==> config.mk <==
export PLATFORM = sky130hd
export DESIGN_NAME = tiled_texture_address
export DESIGN_NICKNAME = d
export VERILOG_FILES = /design/src/rtl/core/tta_pkg.sv /design/src/rtl/core/tiled_texture_address.sv /design/src/rtl/core/tta_mix.sv
export SDC_FILE = /design/constraint.sdc
export NUM_CORES = 1
export LEC_CHECK = 0
export BUFFER_PORTS_ARGS = -buffer_cell sky130_fd_sc_hd__buf_2
export CAP_MARGIN = 40
export CORE_ASPECT_RATIO = 1.5
export CORE_MARGIN = 5
export CORE_UTILIZATION = 45
export DETAILED_ROUTE_END_ITERATION = 10
export PLACE_DENSITY = 0.71
export SKIP_LAST_GASP = 1
export SLEW_MARGIN = 20
export SYNTH_ARGS = -nofsm -noshare
export SYNTH_HDL_FRONTEND = slang
export SYNTH_SLANG_ARGS = --single-unit
==> constraint.sdc <==
create_clock -name clk -period 22.2 [get_ports clk]
set_input_delay 4.44 -clock clk [delete_from_list [all_inputs] [get_ports clk]]
set_output_delay 4.44 -clock clk [all_outputs]
set_load 0.005 [all_outputs]
==> src/rtl/core/tta_pkg.sv <==
package tta_pkg;

  // Field widths
  localparam int CoordW  = 14;
  localparam int SliceW  = 11;
  localparam int PitchW  = 14;
  localparam int AlignW  = 15;
  localparam int BppW    = 3;
  localparam int AddrW   = 32;
  localparam int RegIdxW = 2;
  localparam int CfgW    = 14;

  // Command codes
  localparam logic CMD_OFFSET = 1'b0;
  localparam logic CMD_BOUND  = 1'b1;

  // Register indexes
  localparam logic [RegIdxW-1:0] REG_VOLUME_MODE  = 2'd0;
  localparam logic [RegIdxW-1:0] REG_ROW_PITCH    = 2'd1;
  localparam logic [RegIdxW-1:0] REG_SLICE_HEIGHT = 2'd2;
  localparam logic [RegIdxW-1:0] REG_BLOCK_BYTES  = 2'd3;

  // Reset values
  localparam logic [PitchW-1:0] PITCH_RESET  = 14'd32;
  localparam logic [PitchW-1:0] HEIGHT_RESET = 14'd32;
  localparam logic [BppW-1:0]   BPP_RESET    = 3'd2;

  // Layout constants
  localparam logic [AddrW-1:0] OFF_HI_MASK   = 32'h0000_01FF;
  localparam logic [AddrW-1:0] OFF_BANK_MASK = 32'h0000_01C0;
  localparam logic [AddrW-1:0] OFF_LO_MASK   = 32'h0000_003F;
  localparam logic [AddrW-1:0] MACRO_MASK    = 32'h0FFF_FFFF;
  localparam logic [AddrW-1:0] NIBBLE_MASK   = 32'h0000_000F;
  localparam logic [AddrW-1:0] BOUND_2D_B0   = 32'h0000_0A00;
  localparam logic [AddrW-1:0] BOUND_B1      = 32'h0000_0C00;
  localparam logic [AddrW-1:0] BOUND_BASE    = 32'h0000_0400;
  localparam logic [AddrW-1:0] BOUND_3D_BASE = 32'h0000_0800;

  // Configuration as seen by the datapath, pitch and height already aligned
  typedef struct packed {
    logic              volume_mode;
    logic [AlignW-1:0] pitch_al;
    logic [AlignW-1:0] height_al;
    logic [BppW-1:0]   bpp_log2;
  } cfg_t;

  // Effective coordinates of one item
  typedef struct packed {
    logic              cmd;
    logic              empty;
    logic [CoordW-1:0] x;
    logic [CoordW-1:0] y;
    logic [SliceW-1:0] z;
  } coord_t;

  typedef struct packed {
    coord_t      c;
    logic [19:0] prod;
  } stage1_t;

  typedef struct packed {
    coord_t      c;
    logic [30:0] row;
  } stage2_t;

  typedef struct packed {
    coord_t           c;
    logic [AddrW-1:0] lin;
    logic [2:0]       pipe;
    logic [AddrW-1:0] bound_add;
  } stage3_t;

endpackage

==> src/rtl/core/tiled_texture_address.sv <==
// Tiled texture block-address swizzler, five register stages.
// Each item is registered in s0, then moves through s1, s2 and s3 into byte_address.
// Throughput: one item per cycle; in_stall rises only while the output is
// stalled and every stage holds an item. Depth comes from two dependent
// multiplies (slice row, then pitch) followed by two stages of bit mixing.
// Reset clears all stage valid bits and loads the register reset values.
module tiled_texture_address
  import tta_pkg::*;
(
  input  logic               clk,
  input  logic               rst,
  input  logic               cfg_write,
  input  logic [RegIdxW-1:0] cfg_index,
  input  logic [CfgW-1:0]    cfg_data,
  input  logic               in_valid,
  output logic               in_stall,
  input  logic               cmd,
  input  logic [CoordW-1:0]  x_coord,
  input  logic [CoordW-1:0]  y_coord,
  input  logic [SliceW-1:0]  z_coord,
  output logic               out_valid,
  input  logic               out_stall,
  output logic [AddrW-1:0]   byte_address
);

  logic              volume_mode;
  logic [PitchW-1:0] row_pitch;
  logic [PitchW-1:0] slice_height;
  logic [BppW-1:0]   bpp_log2;
  cfg_t              cfg;

  logic [3:0] vld;
  logic [4:0] rdy;

  coord_t  s0;
  coord_t  s0_next;
  stage1_t s1;
  stage1_t s1_next;
  stage2_t s2;
  stage2_t s2_next;
  stage3_t s3;
  stage3_t s3_next;
  logic [AddrW-1:0] addr_next;

  logic [CoordW-1:0] x_m1;
  logic [CoordW-1:0] y_m1;
  logic [SliceW-1:0] z_m1;
  logic [8:0]        mul_a;
  logic [10:0]       mul_b;
  logic [20:0]       row_sum;
  logic [AddrW-1:0]  swz_2d;
  logic [AddrW-1:0]  swz_3d;

  // Configuration registers
  always_ff @(posedge clk) begin
    if (rst) begin
      volume_mode  <= 1'b0;
      row_pitch    <= PITCH_RESET;
      slice_height <= HEIGHT_RESET;
      bpp_log2     <= BPP_RESET;
    end else if (cfg_write) begin
      unique case (cfg_index)
        REG_VOLUME_MODE:  volume_mode  <= cfg_data[0];
        REG_ROW_PITCH:    row_pitch    <= cfg_data[PitchW-1:0];
        REG_SLICE_HEIGHT: slice_height <= cfg_data[PitchW-1:0];
        REG_BLOCK_BYTES:  bpp_log2     <= cfg_data[BppW-1:0];
        default: ;
      endcase
    end
  end

  // Align pitch and height up to the tile size
  always_comb begin
    cfg.volume_mode = volume_mode;
    cfg.pitch_al    = ({1'b0, row_pitch} + 15'd31) & ~15'h1F;
    cfg.height_al   = ({1'b0, slice_height} + 15'd31) & ~15'h1F;
    cfg.bpp_log2    = bpp_log2;
  end

  // Per-stage ready: a stage takes new data when empty or when it moves on
  always_comb begin
    rdy[4] = !out_valid || !out_stall;
    for (int k = 3; k >= 0; k--) begin
      rdy[k] = !vld[k] || rdy[k+1];
    end
  end
  assign in_stall = !rdy[0];

  // Stage 0: effective coordinates, tile origin of the last block for a bound
  always_comb begin
    x_m1          = x_coord - 14'd1;
    y_m1          = y_coord - 14'd1;
    z_m1          = z_coord - 11'd1;
    s0_next.cmd   = cmd;
    s0_next.empty = (cmd == CMD_BOUND) &&
                    (x_coord == '0 || y_coord == '0 || (volume_mode && z_coord == '0));
    if (cmd == CMD_BOUND) begin
      s0_next.x = x_m1 & ~14'h1F;
      s0_next.y = y_m1 & ~14'h1F;
      s0_next.z = z_m1 & ~11'h3;
    end else begin
      s0_next.x = x_coord;
      s0_next.y = y_coord;
      s0_next.z = z_coord;
    end
  end

  // Stage 1: slice row product (3D) or row-of-tiles product (2D)
  always_comb begin
    mul_a        = volume_mode ? s0.z[SliceW-1:2] : s0.y[CoordW-1:5];
    mul_b        = volume_mode ? cfg.height_al[AlignW-1:4] : {1'b0, cfg.pitch_al[AlignW-1:5]};
    s1_next.c    = s0;
    s1_next.prod = mul_a * mul_b;
  end

  // Stage 2: scale the outer row by the pitch in tiles (3D)
  always_comb begin
    row_sum   = {11'd0, s1.c.y[CoordW-1:4]} + {1'b0, s1.prod};
    s2_next.c = s1.c;
    if (volume_mode) begin
      s2_next.row = row_sum * cfg.pitch_al[AlignW-1:5];
    end else begin
      s2_next.row = {11'd0, s1.prod};
    end
  end

  // Stage 3: linear offset, pipe bits and bound constant
  tta_mix u_mix (
    .cfg     (cfg),
    .s2      (s2),
    .s3_next (s3_next)
  );

  // Stage 4: interleave bank and pipe bits into the final address
  always_comb begin
    swz_2d = ((s3.lin & ~OFF_HI_MASK) << 3) + {20'd0, s3.c.y[4], 11'd0}
           + ((s3.lin & OFF_BANK_MASK) << 2) + {24'd0, s3.pipe[1:0], 6'd0}
           + (s3.lin & OFF_LO_MASK);
    swz_3d = {s3.lin[28:9], s3.pipe[0], s3.lin[8:6], s3.pipe[2:1], s3.lin[5:0]};
    if (s3.c.empty) begin
      addr_next = '0;
    end else begin
      addr_next = (volume_mode ? swz_3d : swz_2d) + s3.bound_add;
    end
  end

  // Valid bits travel with the data
  always_ff @(posedge clk) begin
    if (rst) begin
      vld       <= '0;
      out_valid <= 1'b0;
    end else begin
      if (rdy[0]) vld[0] <= in_valid;
      for (int k = 1; k < 4; k++) begin
        if (rdy[k]) vld[k] <= vld[k-1];
      end
      if (rdy[4]) out_valid <= vld[3];
    end
  end

  // Advance payload on each transfer between stages
  always_ff @(posedge clk) begin
    if (rdy[0] && in_valid) s0 <= s0_next;
    if (rdy[1] && vld[0])   s1 <= s1_next;
    if (rdy[2] && vld[1])   s2 <= s2_next;
    if (rdy[3] && vld[2])   s3 <= s3_next;
    if (rdy[4] && vld[3])   byte_address <= addr_next;
  end

endmodule

==> src/rtl/core/tta_mix.sv <==
module tta_mix
  import tta_pkg::*;
(
  input  cfg_t    cfg,
  input  stage2_t s2,
  output stage3_t s3_next
);

  logic [AddrW-1:0] base;
  logic [3:0]       sh6;
  logic [3:0]       sh7;
  logic [AddrW-1:0] macro2;
  logic [AddrW-1:0] macro3;
  logic [5:0]       micro2_sum;
  logic [5:0]       micro3_sum;
  logic [AddrW-1:0] micro2;
  logic [AddrW-1:0] micro3;
  logic [AddrW-1:0] off;
  logic [AddrW-1:0] lin;
  logic             bank;
  logic [1:0]       pipe_hi;
  logic [1:0]       bank2;
  logic [AddrW-1:0] bound_3d;
  logic [AddrW-1:0] bound_2d;

  // Macro-tile base and micro-tile offsets
  always_comb begin
    base       = AddrW'(s2.c.x[CoordW-1:5]) + AddrW'(s2.row);
    sh6        = {1'b0, cfg.bpp_log2} + 4'd6;
    sh7        = {1'b0, cfg.bpp_log2} + 4'd7;
    macro2     = base << sh7;
    macro3     = ((base << sh6) & MACRO_MASK) << 1;
    micro2_sum = {3'b000, s2.c.x[2:0]} + {s2.c.y[3:1], 3'b000};
    micro3_sum = {3'b000, s2.c.x[2:0]} + {1'b0, s2.c.y[2:1], 3'b000};
    micro2     = AddrW'(micro2_sum) << cfg.bpp_log2;
    micro3     = AddrW'(micro3_sum) << cfg.bpp_log2;
  end

  // Linear offset inside the tile
  always_comb begin
    off = macro2 + ((micro2 & ~NIBBLE_MASK) << 1) + (micro2 & NIBBLE_MASK)
        + {27'd0, s2.c.y[0], 4'd0};
    lin = ((macro3 + (micro3 & ~NIBBLE_MASK)) << 1) + (micro3 & NIBBLE_MASK)
        + (AddrW'(s2.c.z[1:0]) << sh6) + {27'd0, s2.c.y[0], 4'd0};
  end

  // Bank and pipe bits
  always_comb begin
    bank    = s2.c.y[3] ^ s2.c.z[2];
    pipe_hi = s2.c.x[4:3] + {bank, 1'b0};
    bank2   = s2.c.x[4:3] + {s2.c.y[3], 1'b0};
  end

  // Per-size constant for the upper bound
  always_comb begin
    if (cfg.bpp_log2 == 3'd0) begin
      bound_3d = (AddrW'(cfg.pitch_al[AlignW-1:6]) << 12) + BOUND_B1
               + {21'd0, cfg.pitch_al[5], 10'd0};
    end else begin
      bound_3d = ((AddrW'(cfg.pitch_al) << 6) + BOUND_3D_BASE) << cfg.bpp_log2;
    end
    case (cfg.bpp_log2)
      3'd0:    bound_2d = BOUND_2D_B0;
      3'd1:    bound_2d = BOUND_B1;
      default: bound_2d = BOUND_BASE << cfg.bpp_log2;
    endcase
  end

  // Assemble the next stage
  always_comb begin
    s3_next.c    = s2.c;
    s3_next.lin  = cfg.volume_mode ? lin : off;
    s3_next.pipe = cfg.volume_mode ? {pipe_hi, bank} : {1'b0, bank2};
    if (s2.c.cmd == CMD_BOUND) begin
      s3_next.bound_add = cfg.volume_mode ? bound_3d : bound_2d;
    end else begin
      s3_next.bound_add = '0;
    end
  end

endmodule

==> run summary <==
The run finished with clean final reports. The number of fill cells in the layout was 6086; the number of endpoints failing setup at the final stage was 0. In this run the static leakage power is 0.0135 µW.

The logs give 17.76 ns for the data required time of the worst path and 0.968 for the final estimated routing congestion in global placement. Setup repair after global routing left no endpoint under its margin. The tightest min-delay check is of the reg -> reg type. In this run, CTS created clock tree buffers numbering 29. Max-cap violations in this run came to 0. Yosys mapped a number of flops with a built-in enable equal to 233. STA classifies the critical path startpoint as a primary input. Once detailed placement completed, the half-perimeter wirelength came to 66100 µm. TritonCTS built the clock tree.

The sum of internal, switching and leakage power was 1810 µW; the clock transition time at the flip-flop clock pins of the worst setup and hold paths was 0.05 ns. The tools report the number of design rule violations left after detail routing as 0. In this run, distinct cell masters in the synthesized netlist total 103. The die boundary width works out to 218 µm.

The tools report the total number of H-tree levels as 1. IR analysis of the VDD net gives a maximum drop of 0.0000616 V. In this run the worst path has a maximum fanout of 5. The count of buffers added on input and output ports is 94. The floorplan row count came out at 114. For this run, the number of Yosys warnings is 0. Of the total power, the clock network draws 27.4%. The first global-routing pass estimated 128000 µm of wire. CTS saw 270 sinks.

For this design the total switching power over the nets is 653 µW. 0 antenna diodes ended up in the layout. The sum of overflow across all layers after global routing is 0, and the fraction of synthesis flops using an asynchronous set or reset pin is 0%.

The clock passes through at most 3 buffers. The logs give 0.0235 ns for the clock skew and 0 for the final count of hold timing violations. The clock tree root driver cell is sky130_fd_sc_hd__clkbuf_16.

The smallest clock period supported by the final layout is computed as 9.98 ns. When the netlist entered floorplanning its net count stood at 3742. Total routing resource utilization after global routing: 22.6%.

The run gives 0 ns as the final total negative setup slack. The via count of the routed design is 24.4k, and the net switching share of the total power is 36.2%. The total I/O pin count is 95, and the gate count of the mapped netlist is 3262. After detailed routing, the number of vias per cell comes to 5.83. The detailed-route wire length per cell works out to 19.4 µm.

For the via count of the first global-routing pass, the log shows 24.2k. Dividing the final minimum period by the clock period gives 44.9%. STA puts the critical path data arrival time at 5.54 ns.

Synthesized area per cell: 8.99 µm². In this run, flip-flops and latches consume 33.5% of the power. The floorplan step defined a die boundary enclosing 70500 µm². The total detailed-routing wirelength came out at 81300 µm. The critical setup path kind was in -> out. The library cell used most frequently in the layout, excluding fill and tap cells, is sky130_fd_sc_hd__nand2_1. The cell total after placement is 4129. Summing every instance area after synthesis gives 29300 µm². Gates resized during post-CTS repair numbered 0. Highest clock rate: 100 MHz.

For the sequential fraction of the synthesis area, the log shows 26.4%. Measured on the finished design, the core utilization comes to 49.3%. Entering global routing, the biggest net connects 74 pins. The number of pins with negative max-slew slack in the final report came out at 0. The die is 323 µm tall. The final-stage net count is 3773. The most used flip-flop cell after synthesis is sky130_fd_sc_hd__edfxtp_1.

The logs give 64500 µm² for the area of the core and 33.9% for the worst relative slew slack. Hold repair after CTS inserted 0 buffers. In this run the remaining antenna-violating nets after routing total 0.

The summed area of non-filler cells in the final layout is 31800 µm², and the post-layout instance count excluding filler cells is 4185. The area added between synthesis and finish came out at 8.31%. The number of antenna violations at the first check in global routing came out at 2. Placed cell area: 30800 µm². For this run, the detailed router's first-pass iteration total came to 5. The tools report the post-CTS setup buffer count as 0. The initial utilization of the core area, before any placement, comes to 45.5%. The internal power component is 1150 µW, and the power density over the cells is 56.9 nW/µm². In this run, the combinational gates consume 39.1% of the power. The post-route netlist has 9.26% of its cells at a drive strength greater than 1. In the layout the commonest cells are 377 x sky130_fd_sc_hd__nand2_1, 374 x sky130_fd_sc_hd__nor2_1, 272 x sky130_fd_sc_hd__inv_1. The synthesized design contains 270 register bits. The clock latency reported for the late side of the worst-skew pair is 0.60 ns, and the transition time of the tightest slew-check pin is 0.992 ns.

The tools report the DRC marker count from the first detailed-route iteration as 1604. STA classifies the critical path endpoint as an output pin.
==> power by group through the flow <==
stage          Sequential (µW)  Clock [µW]  Combinational, µW
4_1_cts                    604         507                705
6_report                   605         495                707
2_1_floorplan              601           0                541
3_3_place_gp               614           0                685
3_5_place_dp               615           0                700
5_1_grt                    606         525                796
==> cell families (layout without fill, tap and decap cells) <==
| group | after synthesis | in the layout | synth area share (%) |
|---|---|---|---|
| other | 1 | 1 | 0.0128 |
| buffers and inverters | 416 | 469 | 5.59 |
| AND/OR/NAND/NOR | 1197 | 1197 | 19.0 |
| XOR/XNOR | 204 | 204 | 6.09 |
| multiplexers | 101 | 101 | 4.33 |
| adder cells (fa/ha/maj) | 419 | 419 | 23.6 |
| AO/OA/AOI/OAI | 654 | 654 | 15.0 |
| flip-flops | 270 | 270 | 26.4 |
==> through the flow <==
step           setup slack [ns]  hold slack, ns
2_1_floorplan             12.78           0.400
3_3_place_gp              12.23           0.400
3_5_place_dp              12.22           0.405
4_1_cts                   12.22           0.419
5_1_grt                   12.10           0.426
6_report                  12.22           0.418
==> Yosys cell counts (all sizes together) (10+ instances only) <==
master   number  area [µm²]
nand2       377        1420
nor2        375        1410
inv         272        1020
edfxtp      233        7000
fa          222        4440
ha          197        2460
a21oi       195        1000
xnor2       133        1160
o21ai       119         607
clkbuf      100         377
nand3        73         365
nor3         72         382
xor2         71         622
and2         49         307
nor2b        48         300
mux2i        47         470
a211oi       44         340
buf          41         229
mux2         38         428
nand2b       38         238
dfxtp        37         741
a21o         36         272
and3         31         194
or3          30         189
o211ai       27         203
nand4        22         138
nor4         22         174
a21boi       19         143
or2          17         106
mux4         16         372
a31oi        15        93.8
o22ai        15        93.8
a2111oi      14         148
o31ai        14         105
a211o        13         115
a22oi        13        97.6
o21bai       13        97.6
o21a         12        90.1
a311oi       11         103
or4          11        90.1
a221oi       10         100
nand3b       10        75.1
==> worst max-delay path, stage by stage <==
cell and delay [ns]:
sky130_fd_sc_hd__buf_2 0.12, sky130_fd_sc_hd__and3_1 0.24, sky130_fd_sc_hd__and2_1 0.33, sky130_fd_sc_hd__nand3_1 0.14, sky130_fd_sc_hd__inv_1 0.13, sky130_fd_sc_hd__buf_2 0.14
==> path summary, 6_finish.rpt <==
check | from | end | slack, ns | depth (start not counted)
max | out_stall | in_stall | 12.22 | 6
min | s1[55] | s2[66] | 0.42 | 0
max reg2reg | s1[36] | s2[27] | 13.45 | 29
min reg2reg | s1[55] | s2[66] | 0.42 | 0
==> flip-flops by register name (all words and copies together) (netlist names) <==
register / flops
s3: 54
volume_mode: 1
slice_height: 14
bpp_log2: 3
vld: 4
s1: 53
byte_address: 32
s2: 53
s0: 41
out_valid: 1
row_pitch: 14
==> per-layer routing <==
metal / part of all wire (%) / track usage, % / vias to the layer above / wire length (µm)
li1: - / - / 11486 / -
met1: 36 / 25.0 / 11872 / 29500
met2: 53 / 42.1 / 774 / 42700
met3: 4.5 / 2.13 / 281 / 3670
met4: 6.7 / 12.7 / 4 / 5410
met5: 0.031 / 0 / - / 25
==> area by class of cell <==
| cell class | count | area [µm²] | area share (%) |
|---|---|---|---|
| sequential | 270 | 7750 | 24.4 |
| clock buffer | 36 | 762 | 2.40 |
| multi-input combinational | 2576 | 20100 | 63.2 |
| clock inverter | 17 | 211 | 0.666 |
| timing repair buffer | 141 | 858 | 2.70 |
| tap | 870 | 1090 | 3.43 |
| inverter | 275 | 1030 | 3.25 |
No activity file was read; power rests on OpenSTA's default activity.
